File: src/rtl/crcfr_pkg.sv
`default_nettype none

package crcfr_pkg;

    localparam logic [31:0] CRC_POLY    = 32'h04C1_1DB7;
    localparam logic [31:0] CRC_INIT    = 32'hFFFF_FFFF;
    localparam logic [7:0]  START_RESET = 8'hAA;

    // The word CRC unit advances eight bit steps per cycle.
    localparam int CRC_STEPS_PER_CYCLE = 8;
    localparam int CRC_CYCLES          = 32 / CRC_STEPS_PER_CYCLE;
    localparam int CRC_CNT_W           = $clog2(CRC_CYCLES + 1);

    // Command queue between front and back.
    localparam int QUEUE_DEPTH = 2;
    localparam int QPTR_W      = $clog2(QUEUE_DEPTH);
    localparam int QCNT_W      = QPTR_W + 1;

    // Result word: crc_ok, received_crc, computed_crc, frame_length, zero fill.
    localparam int OUT_W = 80;

    typedef enum logic [1:0] {
        PH_HUNT,
        PH_LEN,
        PH_PAY,
        PH_CRC
    } phase_t;

    typedef enum logic [1:0] {
        CMD_LEN,
        CMD_PAY,
        CMD_CRC
    } cmd_kind_t;

    typedef struct packed {
        cmd_kind_t  kind;
        logic [7:0] data;
        logic       last;
    } cmd_t;

    typedef struct packed {
        logic valid;
        logic full;
    } queue_status_t;

    // Eight MSB-first steps of the CRC shift register.
    function automatic logic [31:0] crc_shift8(input logic [31:0] c);
        logic [31:0] r;
        r = c;
        for (int k = 0; k < CRC_STEPS_PER_CYCLE; k++)
        begin
            if (r[31])
            begin
                r = {r[30:0], 1'b0} ^ CRC_POLY;
            end
            else
            begin
                r = {r[30:0], 1'b0};
            end
        end
        return r;
    endfunction

endpackage

`default_nettype wire

File: src/rtl/crcfr_front.sv
`default_nettype none

module crcfr_front
    import crcfr_pkg::*;
(
    input  wire logic          clk,
    input  wire logic          rst_n,
    input  wire logic          cfg_wr_en,
    input  wire logic [7:0]    cfg_wr_data,
    input  wire logic          accept,
    input  wire logic [7:0]    rx_byte,
    output      logic          push,
    output      cmd_t          cmd
);

    phase_t      phase_reg, phase_next;
    logic [7:0]  left_reg, left_next;
    logic [1:0]  cbs_reg, cbs_next;
    logic [7:0]  start_reg;

    always_ff @(posedge clk or negedge rst_n)
    begin
        if (!rst_n)
        begin
            phase_reg <= PH_HUNT;
            left_reg  <= '0;
            cbs_reg   <= '0;
            start_reg <= START_RESET;
        end
        else
        begin
            phase_reg <= phase_next;
            left_reg  <= left_next;
            cbs_reg   <= cbs_next;
            if (cfg_wr_en)
            begin
                start_reg <= cfg_wr_data;
            end
        end
    end

    // Next state: frame parsing.
    always_comb
    begin
        phase_next = phase_reg;
        left_next  = left_reg;
        cbs_next   = cbs_reg;
        if (accept)
        begin
            unique case (phase_reg)
                PH_HUNT:
                begin
                    if (rx_byte == start_reg)
                    begin
                        phase_next = PH_LEN;
                    end
                end
                PH_LEN:
                begin
                    left_next  = rx_byte;
                    cbs_next   = '0;
                    phase_next = (rx_byte == 8'd0) ? PH_CRC : PH_PAY;
                end
                PH_PAY:
                begin
                    left_next = left_reg - 8'd1;
                    if (left_reg == 8'd1)
                    begin
                        cbs_next   = '0;
                        phase_next = PH_CRC;
                    end
                end
                PH_CRC:
                begin
                    cbs_next = cbs_reg + 2'd1;
                    if (cbs_reg == 2'd3)
                    begin
                        phase_next = PH_HUNT;
                    end
                end
            endcase
        end
    end

    // Outputs: one command per byte that belongs to a frame.
    always_comb
    begin
        push      = 1'b0;
        cmd.kind  = CMD_LEN;
        cmd.data  = rx_byte;
        cmd.last  = 1'b0;
        unique case (phase_reg)
            PH_HUNT:
            begin
                push = 1'b0;
            end
            PH_LEN:
            begin
                push     = accept;
                cmd.kind = CMD_LEN;
            end
            PH_PAY:
            begin
                push     = accept;
                cmd.kind = CMD_PAY;
                cmd.last = (left_reg == 8'd1);
            end
            PH_CRC:
            begin
                push     = accept;
                cmd.kind = CMD_CRC;
                cmd.last = (cbs_reg == 2'd3);
            end
        endcase
    end

endmodule

`default_nettype wire

File: src/rtl/crcfr_queue.sv
`default_nettype none

module crcfr_queue
    import crcfr_pkg::*;
(
    input  wire logic          clk,
    input  wire logic          rst_n,
    input  wire logic          push,
    input  wire cmd_t          push_cmd,
    input  wire logic          pop,
    output cmd_t               head_cmd,
    output queue_status_t      status
);

    cmd_t              entry_reg [QUEUE_DEPTH];
    logic [QPTR_W-1:0] wr_ptr_reg, rd_ptr_reg;
    logic [QCNT_W-1:0] count_reg, count_next;

    assign status.valid = (count_reg != '0);
    assign status.full  = (count_reg == QCNT_W'(QUEUE_DEPTH));
    assign head_cmd     = entry_reg[rd_ptr_reg];

    always_comb
    begin
        count_next = count_reg;
        if (push && !pop)
        begin
            count_next = count_reg + QCNT_W'(1);
        end
        else if (pop && !push)
        begin
            count_next = count_reg - QCNT_W'(1);
        end
    end

    always_ff @(posedge clk or negedge rst_n)
    begin
        if (!rst_n)
        begin
            wr_ptr_reg <= '0;
            rd_ptr_reg <= '0;
            count_reg  <= '0;
        end
        else
        begin
            count_reg <= count_next;
            if (push)
            begin
                wr_ptr_reg <= wr_ptr_reg + QPTR_W'(1);
            end
            if (pop)
            begin
                rd_ptr_reg <= rd_ptr_reg + QPTR_W'(1);
            end
        end
    end

    always_ff @(posedge clk)
    begin
        if (push)
        begin
            entry_reg[wr_ptr_reg] <= push_cmd;
        end
    end

endmodule

`default_nettype wire

File: src/rtl/crcfr_back.sv
`default_nettype none

module crcfr_back
    import crcfr_pkg::*;
(
    input  wire logic             clk,
    input  wire logic             rst_n,
    input  wire logic             cmd_valid,
    input  wire cmd_t             cmd,
    output      logic             pop,
    output      logic             m_tvalid,
    input  wire logic             m_tready,
    output      logic [OUT_W-1:0] m_tdata
);

    logic [31:0]          acc_reg, acc_next;
    logic [1:0]           biw_reg, biw_next;
    logic [31:0]          crc_reg, crc_next;
    logic [CRC_CNT_W-1:0] cnt_reg, cnt_next;
    logic [7:0]           len_reg, len_next;
    logic [31:0]          rx_reg, rx_next;
    logic [1:0]           cbs_reg, cbs_next;
    logic                 out_valid_reg, out_valid_next;
    logic [OUT_W-1:0]     out_data_reg, out_data_next;

    logic [31:0] crc_eff;
    logic [31:0] word;
    logic [31:0] rx_full;
    logic [31:0] computed;
    logic        word_done;
    logic        crc_free;
    logic        out_free;
    logic        can_pop;

    // The CRC unit is free to take a new word in its last shifting cycle.
    assign crc_free = (cnt_reg <= CRC_CNT_W'(1));
    assign out_free = !out_valid_reg || m_tready;
    assign crc_eff  = (cnt_reg != '0) ? crc_shift8(crc_reg) : crc_reg;
    assign word     = acc_reg | (32'(cmd.data) << {biw_reg, 3'b000});
    assign rx_full  = rx_reg | (32'(cmd.data) << {cbs_reg, 3'b000});
    assign computed = (len_reg == 8'd0) ? 32'd0 : crc_eff;
    assign word_done = (biw_reg == 2'd3) || cmd.last;

    always_comb
    begin
        unique case (cmd.kind)
            CMD_LEN: can_pop = 1'b1;
            CMD_PAY: can_pop = !word_done || crc_free;
            CMD_CRC: can_pop = !cmd.last || (crc_free && out_free);
            default: can_pop = 1'b1;
        endcase
    end

    assign pop = cmd_valid && can_pop;

    always_comb
    begin
        acc_next       = acc_reg;
        biw_next       = biw_reg;
        crc_next       = crc_eff;
        cnt_next       = (cnt_reg != '0) ? cnt_reg - CRC_CNT_W'(1) : cnt_reg;
        len_next       = len_reg;
        rx_next        = rx_reg;
        cbs_next       = cbs_reg;
        out_valid_next = out_valid_reg && !m_tready;
        out_data_next  = out_data_reg;
        if (pop)
        begin
            unique case (cmd.kind)
                CMD_LEN:
                begin
                    len_next = cmd.data;
                    acc_next = '0;
                    biw_next = '0;
                    crc_next = CRC_INIT;
                    cnt_next = '0;
                    rx_next  = '0;
                    cbs_next = '0;
                end
                CMD_PAY:
                begin
                    if (word_done)
                    begin
                        crc_next = crc_eff ^ word;
                        cnt_next = CRC_CNT_W'(CRC_CYCLES);
                        acc_next = '0;
                        biw_next = '0;
                    end
                    else
                    begin
                        acc_next = word;
                        biw_next = biw_reg + 2'd1;
                    end
                end
                CMD_CRC:
                begin
                    rx_next  = rx_full;
                    cbs_next = cbs_reg + 2'd1;
                    if (cmd.last)
                    begin
                        cbs_next       = '0;
                        out_valid_next = 1'b1;
                        out_data_next  = {7'd0, len_reg, computed, rx_full,
                                          (rx_full == computed)};
                    end
                end
                default:
                begin
                    rx_next = rx_reg;
                end
            endcase
        end
    end

    always_ff @(posedge clk or negedge rst_n)
    begin
        if (!rst_n)
        begin
            acc_reg       <= '0;
            biw_reg       <= '0;
            crc_reg       <= CRC_INIT;
            cnt_reg       <= '0;
            len_reg       <= '0;
            rx_reg        <= '0;
            cbs_reg       <= '0;
            out_valid_reg <= 1'b0;
        end
        else
        begin
            acc_reg       <= acc_next;
            biw_reg       <= biw_next;
            crc_reg       <= crc_next;
            cnt_reg       <= cnt_next;
            len_reg       <= len_next;
            rx_reg        <= rx_next;
            cbs_reg       <= cbs_next;
            out_valid_reg <= out_valid_next;
        end
    end

    always_ff @(posedge clk)
    begin
        out_data_reg <= out_data_next;
    end

    assign m_tvalid = out_valid_reg;
    assign m_tdata  = out_data_reg;

endmodule

`default_nettype wire

File: src/rtl/crc_framed_byte_receiver.sv
// Channel      Dir  Width  Contents
// s_axis       in   8      tdata[7:0] = rx_byte
// m_axis       out  80     tdata = crc_ok, received_crc, computed_crc, frame_length
// cfg          in   8      cfg_wr_data = start_byte, written when cfg_wr_en is high
//
// One byte transfer per cycle while whole words go through. Each byte crosses the
// front parser into a two-entry command queue, and the back engine pops it from
// there, so m_tvalid rises at the earliest once the last CRC byte transfer has
// passed the queue entry and the back engine's output register. The word CRC unit
// advances eight bit steps a cycle and overlaps with the next word. A payload
// that ends in a partial word one to three bytes after a full word holds the back
// engine until the unit is free, which stops input transfers once the queue fills.
// Reset is asynchronous and active low; there is no clearing pass.
// A stalled result holds in its output register while input transfers go on
// until the command queue fills.
`default_nettype none

module crc_framed_byte_receiver
    import crcfr_pkg::*;
(
    input  wire logic             clk,
    input  wire logic             rst_n,
    // Input stream. tdata fields from bit 0: rx_byte[7:0].
    input  wire logic             s_tvalid,
    output      logic             s_tready,
    input  wire logic [7:0]       s_tdata,
    // Result stream. tdata fields from bit 0: crc_ok[0], received_crc[32:1],
    // computed_crc[64:33], frame_length[72:65], zero fill [79:73].
    output      logic             m_tvalid,
    input  wire logic             m_tready,
    output      logic [OUT_W-1:0] m_tdata,
    // Start byte register.
    input  wire logic             cfg_wr_en,
    input  wire logic [7:0]       cfg_wr_data
);

    logic          accept;
    logic          push;
    logic          pop;
    cmd_t          front_cmd;
    cmd_t          head_cmd;
    queue_status_t q_status;

    // The front only needs room in the queue; the back drains it on its own.
    assign s_tready = !q_status.full;
    assign accept   = s_tvalid && s_tready;

    // Front: hunts for the start byte and tags each frame byte as a length,
    // payload or CRC byte, marking the last payload and last CRC byte.
    crcfr_front u_front (
        .clk         (clk),
        .rst_n       (rst_n),
        .cfg_wr_en   (cfg_wr_en),
        .cfg_wr_data (cfg_wr_data),
        .accept      (accept),
        .rx_byte     (s_tdata),
        .push        (push),
        .cmd         (front_cmd)
    );

    // The queue lets the front keep taking bytes while the back waits on a
    // full output register or a busy CRC unit.
    crcfr_queue u_queue (
        .clk      (clk),
        .rst_n    (rst_n),
        .push     (push),
        .push_cmd (front_cmd),
        .pop      (pop),
        .head_cmd (head_cmd),
        .status   (q_status)
    );

    // Back: packs payload bytes into words, runs the CRC, assembles the
    // received CRC and delivers the verdict through its output register.
    crcfr_back u_back (
        .clk       (clk),
        .rst_n     (rst_n),
        .cmd_valid (q_status.valid),
        .cmd       (head_cmd),
        .pop       (pop),
        .m_tvalid  (m_tvalid),
        .m_tready  (m_tready),
        .m_tdata   (m_tdata)
    );

endmodule

`default_nettype wire

File: config.mk
export PLATFORM = sky130hd
export DESIGN_NAME = crc_framed_byte_receiver
export DESIGN_NICKNAME = d
export VERILOG_FILES = /design/src/rtl/crcfr_pkg.sv /design/src/rtl/crcfr_front.sv /design/src/rtl/crcfr_queue.sv /design/src/rtl/crcfr_back.sv /design/src/rtl/crc_framed_byte_receiver.sv
export SDC_FILE = /design/constraint.sdc
export NUM_CORES = 1
export LEC_CHECK = 0
export BUFFER_PORTS_ARGS = -buffer_cell sky130_fd_sc_hd__buf_2
export CORE_MARGIN = 2
export CORE_UTILIZATION = 54
export DETAILED_ROUTE_END_ITERATION = 12
export PLACE_DENSITY = 0.73
export SETUP_SLACK_MARGIN = 0.2
export SLEW_MARGIN = 20
export SYNTH_ARGS = -nofsm -noshare
export SYNTH_HDL_FRONTEND = slang
export SYNTH_SLANG_ARGS = --single-unit
File: constraint.sdc
create_clock -name clk -period 3.6 [get_ports clk]
set_input_delay 0.36 -clock clk [delete_from_list [all_inputs] [get_ports clk]]
set_output_delay 0.36 -clock clk [all_outputs]
set_load 0.01 [all_outputs]
; ---- Yosys cells after proc, flatten, opt, wreduce, memory -nomap -nowiden
; Memories as Yosys holds them, arrays and structs flattened.
; Index checks and enable logic that the tools add are counted.
[op_classes]
n_addsub = 9
reduce_logical = 36
n_lt_le_gt_ge = 1
n_bitwise = 11
n_eq_ne = 14
n_mux = 43
n_shift = 2
[ops]
columns = operator, count
row1 = 2-to-1 mux 27 bit, 8
row2 = one-hot mux 32 bit (2 select lines), 3
row3 = 2-to-1 mux 32 bit, 5
row4 = inverter 14 bit, 8
row5 = bitwise OR 32 bit, 2
row6 = left shift 8 x 5 -> 32 bit, 2
row7 = == test 32 bit, 1
row8 = bitwise XOR 32 bit, 1
row9 = logical NOT 8 bit, 2
row10 = 2-to-1 mux 2 bit, 8
row11 = one-hot mux 8 bit (2 select lines), 1
row12 = == test 2 bit (second input constant), 6
row13 = one-hot mux 2 bit (2 select lines), 3
row14 = nonzero test 2 bit, 5
row15 = 2-to-1 mux 3 bit, 3
row16 = adder 2 x 1 -> 2 bit (second input constant), 4
row17 = == test 8 x 1 -> 1 bit (second input constant), 1
row18 = == test 8 bit, 1
row19 = one-hot mux 2 bit (4 select lines), 1
row20 = AND reduction 2 bit, 4
row21 = subtractor 8 x 1 -> 8 bit (second input constant), 1
row22 = logical NOT 1 bit, 7
row23 = logical AND 1 bit, 6
row24 = 2-to-1 mux 1 bit, 6
row25 = 15 further kinds, 27
[totals]
ram_bits = 22
inputBits = 21
n_memories = 1
wordCells = 133
register_bits = 209
[mem_list]
columns = name, depth, word_bits, read_ports, rd_clocked_by_memory_dff, write_ports, line
row1 = u_queue.entry_reg, 2, 11, 1, 0, 1, crcfr_queue.sv:15  ; cmd_t entry_reg [QUEUE_DEPTH];

; ---- Longest topological paths before layout
[logic_depth]
word_depth = 21
mapped_depth = 14
depth_no_buf = 12

; ---- Cells and area by module
; From an unflattened synthesis, not the netlist that was laid out.
[hier_totals]
hier_cells = 1108
hier_area_um2 = 11997.8
[by_module_without_submodules]
columns = module, n_inst, area_per_inst_um2, cells_each
row1 = crcfr_back, 1, 9719.3, 929
row2 = crcfr_front, 1, 1248.7, 127
row3 = crcfr_queue, 1, 1019.7, 50
row4 = crc_framed_byte_receiver, 1, 10.0, 2

; ---- Least setup slack after synthesis
; Ideal clock, no wire load.
[synth_path]
kind = flip-flop to flip-flop
from = register u_queue.rd_ptr_reg
to = register u_back.out_data_reg[0], in the netlist u_back.m_tdata[0] (enable)
setup_time_ns = 0.427
slack_ns = -0.259
synth_period_minus_slack_ns = 3.859
path_buffers = 2
path_stages_with_launch = 11
arrival_time_ns = 3.432
required_ns = 3.173
cell_sequence = dfrtp_1 > buf_2 > mux2i_1 > ha_1 > inv_1 > or2_1 > o311ai_0 > o22a_1 > buf_2 > nand3_1 > inv_1
[synth_between]
elab_chain_len = 7
[synth_lines]
columns = item, line
row1 = from (decl), crcfr_queue.sv:16  ; logic [QPTR_W-1:0] wr_ptr_reg, rd_ptr_reg;
row2 = from (signal assigned), crcfr_queue.sv:53  ; rd_ptr_reg <= rd_ptr_reg + QPTR_W'(1);
row3 = memory read (2 x 11 bit) (*), -
row4 = logical OR 1 bit, crcfr_back.sv:42  ; assign word_done = (biw_reg == 2'd3) || cmd.last;
row5 = logical NOT 1 bit, crcfr_back.sv:48  ; CMD_PAY: can_pop = !word_done || crc_free;
row6 = logical OR 1 bit, crcfr_back.sv:48
row7 = one-hot mux 1 bit (2 select lines), crcfr_back.sv:46  ; unique case (cmd.kind)
row8 = logical AND 1 bit, crcfr_back.sv:54  ; assign pop = cmd_valid && can_pop;
row9 = AND reduction 3 bit (no line) (*), -
row10 = to (signal assigned), crcfr_back.sv:143  ; out_data_reg <= out_data_next;
row11 = to (decl), crcfr_back.sv:24  ; logic [OUT_W-1:0] out_data_reg, out_data_next;
; Every way passes the cells marked *; elsewhere a longest branch is shown, timed or not.
; A chain may end at the register's enable or synchronous reset.

; ---- Worst setup path in the final report
[layout_path]
from = register u_queue.rd_ptr_reg
to = register u_back.acc_reg[5]
[layout_between]
elab_chain_len = 7
[layout_lines]
columns = item, line
row1 = memory read (2 x 11 bit) (*), -
row2 = branches (longest 6 deep; another with left shift 8 x 5 -> 32 bit), -
row3 = to (signal assigned), crcfr_back.sv:130  ; acc_reg <= acc_next;
row4 = to (decl), crcfr_back.sv:16  ; logic [31:0] acc_reg, acc_next;
; Every way passes the cells marked *.

==> flow_summary.ini <==
[drt]
drt_pass1_iterations = 7
drc = 0
antenna_left = 0
vias = 8213
drt_iter0_drc = 717
wl_per_cell_um = 20.1
wirelength_um = 28800
via_per_inst = 5.75

[global_route]
track_usage = 0.262
grt_util_met3 = 0.0401
top_usage_layer = met2
grt_remaining_overflow = 0
antenna_found_initial = 0
grt_pass1_vias = 7842
grt_pass1_wl_um = 45000
grt_start_max_net_pins = 111
grt_util_met2 = 0.423
use_met1 = 0.367

[final_layout]
nFillCells = 1712
area_growth_pct = 13.8
stdcell_count = 1429
largest_register_ff_count = 73
nNetsFinal = 1172
n_antenna_cell = 0
drive_above_1_share = 0.224
fin_util = 0.628

[clock_tree]
postCtsHoldBufs = 0
numCtsBuffers = 24
clock-root-buffer = clkbuf_16
htree_levels = 1
postCtsSetupRepairBufs = 0
clk_pin_slew_ns = 0.06
tritoncts = done
cts.sinks = 231
insertion_delay_ns = 0.54
cts_resized = 0
clockBufferDepth = 3

[synthesis]
synthFlopType = dfrtp_1
synthTopCellsByCount = 145 x a21oi_1, 119 x nor2_1, 100 x dfrtp_1, 95 x edfxtp_1, 93 x nand2_1
yosys_register_bits = 231
synth_cell_types = 66
ys_top_cells_by_area = edfxtp_1 25%, dfrtp_1 22%, dfstp_2 8.1%
synth_top_cell_by_area = edfxtp_1
yosysWarningCount = 0
ys_seq_area_frac = 0.542
postSynthAreaPerCell_um2 = 11.1
yosys.area.top_type_share = 0.245
syn_inst = 1047
synth-async-reset-ratio = 0.589
synth_edf_count = 95
syn_area_um2 = 11600
synth.most_common_cell = a21oi_1

[floorplanning]
rows = 53
ios = 103
die_w_um = 151
initial_core_util = 0.552
die-area_um2 = 22700
die_y_um = 151
coreArea_um2 = 21100

[setup_path]
start_kind = register
worstSetupEndpointType = register
crit_type = register to register
crit_fanout = 34
crit_arrival_ns = 3.56
worstPathRequired_ns = 3.98

[sta]
setup_violations = 0
slew-limit-headroom = 0.367
hold-worst-slack_ns = -0.0785
post-route-min-period_ns = 3.18
skew_ns = 0.0308
hold_viol_final = 49
fmax_mhz = 314
grt_setup_unrepaired = false
worst_slew_pin_slew_ns = 0.942
final_max_slew_viol_count = 0
setup_tns_ns = 0
post-route-period-util = 0.884

[min_path]
worstHoldPathType = primary input to async pin

[job]
maxCapViolCount = 0

[place]
place_congestion = 0.889
portBuffers = 95
dp_cells = 1385
hpwl_um = 20400

[status]
outcome = finished with violations
violations = negative hold slack
[worst paths after layout]
| check | start | endpoint | slack (ns) | depth (start not counted) |
|---|---|---|---|---|
| setup reg to reg | u_queue.rd_ptr_reg | u_back.acc_reg[5] | 0.42 | 10 |
| hold / removal | rst_n | u_front.left_reg[4] | -0.08 | 1 |
| hold reg to reg | u_back.len_reg[3] | u_back.m_tdata[68] | 0.47 | 0 |
| max in group asynchronous | rst_n | u_back.crc_reg[31] | 2.78 | 2 |
| min in group clk | cfg_wr_data[2] | u_front.start_reg[2] | 0.07 | 2 |
| setup / recovery | u_queue.rd_ptr_reg | u_back.acc_reg[5] | 0.42 | 10 |
[per-layer routing]
metal / share of wire / vias to the layer above / routed length, um
li1: - / 3798 / -
met3: 0.070 / 63 / 2030
met5: 0 / - / 0
met1: 0.42 / 3992 / 12200
met4: 0.037 / 0 / 1060
met2: 0.47 / 360 / 13500
[critical path: stages, from the launching register on]
cell	delay, ns
dfrtp_2	0.54
mux2i_2	0.38
ha_1	0.29
inv_1	0.05
or2_1	0.26
o311ai_0	0.13
o22a_1	0.35
o21ai_1	0.39
nor2_2	0.19
buf_4	0.35
nor2_1	0.11
[cells by family after synthesis]
logic type	count (synthesis)	synth area share
and+or+nand+nor	295	0.113
xor gates and xnor gates	118	0.122
adders and majority gates	15	0.0161
DFF	231	0.542
AOI/OAI and AO/OA	225	0.111
muxes	53	0.0522
buffers and inverters	109	0.0430
other	1	0.000322
[area by class of cell]
| class | instances | area (um2) | share of cell area |
|---|---|---|---|
| clock buffers | 33 | 696 | 0.0525 |
| clock inverters | 11 | 114 | 0.00860 |
| inverters | 42 | 161 | 0.0122 |
| multi-input cells | 713 | 4880 | 0.369 |
| flip-flops and latches | 231 | 6300 | 0.476 |
| well taps | 275 | 344 | 0.0260 |
| repair buffers | 124 | 739 | 0.0558 |
[layout by cell type, fill, tap and decap left out, types with 20 or more instances in the layout]
cell type  Yosys  routed
dfstp_2       36      36
buf_2         10      94
dfrtp_1      100      99
nand2_1       93      93
mux2_2        28      28
mux2i_1       21      20
edfxtp_1      95      95
inv_1         42      41
a21oi_1      145     145
nor2_1       119     118
buf_4         15      26
xnor2_1       45      45
o21ai_0       20      20
xor2_1        45      45
clkbuf_16      0      25
[through the flow]
stage	instance area, um2	setup WS (ns)	hold WS, ns
4_1_cts	13200	0.204	0.0293
3_3_place_gp	12400	0.417	0.463
5_1_grt	13200	0.222	0.0130
2_1_floorplan	11700	0.223	0.0644
3_5_place_dp	12400	0.229	0.460
6_report	13200	0.419	-0.0785
Power is left out: the tool's default activity adds up to more than one toggle a clock period on the data nets, which glitch-free logic cannot reach.
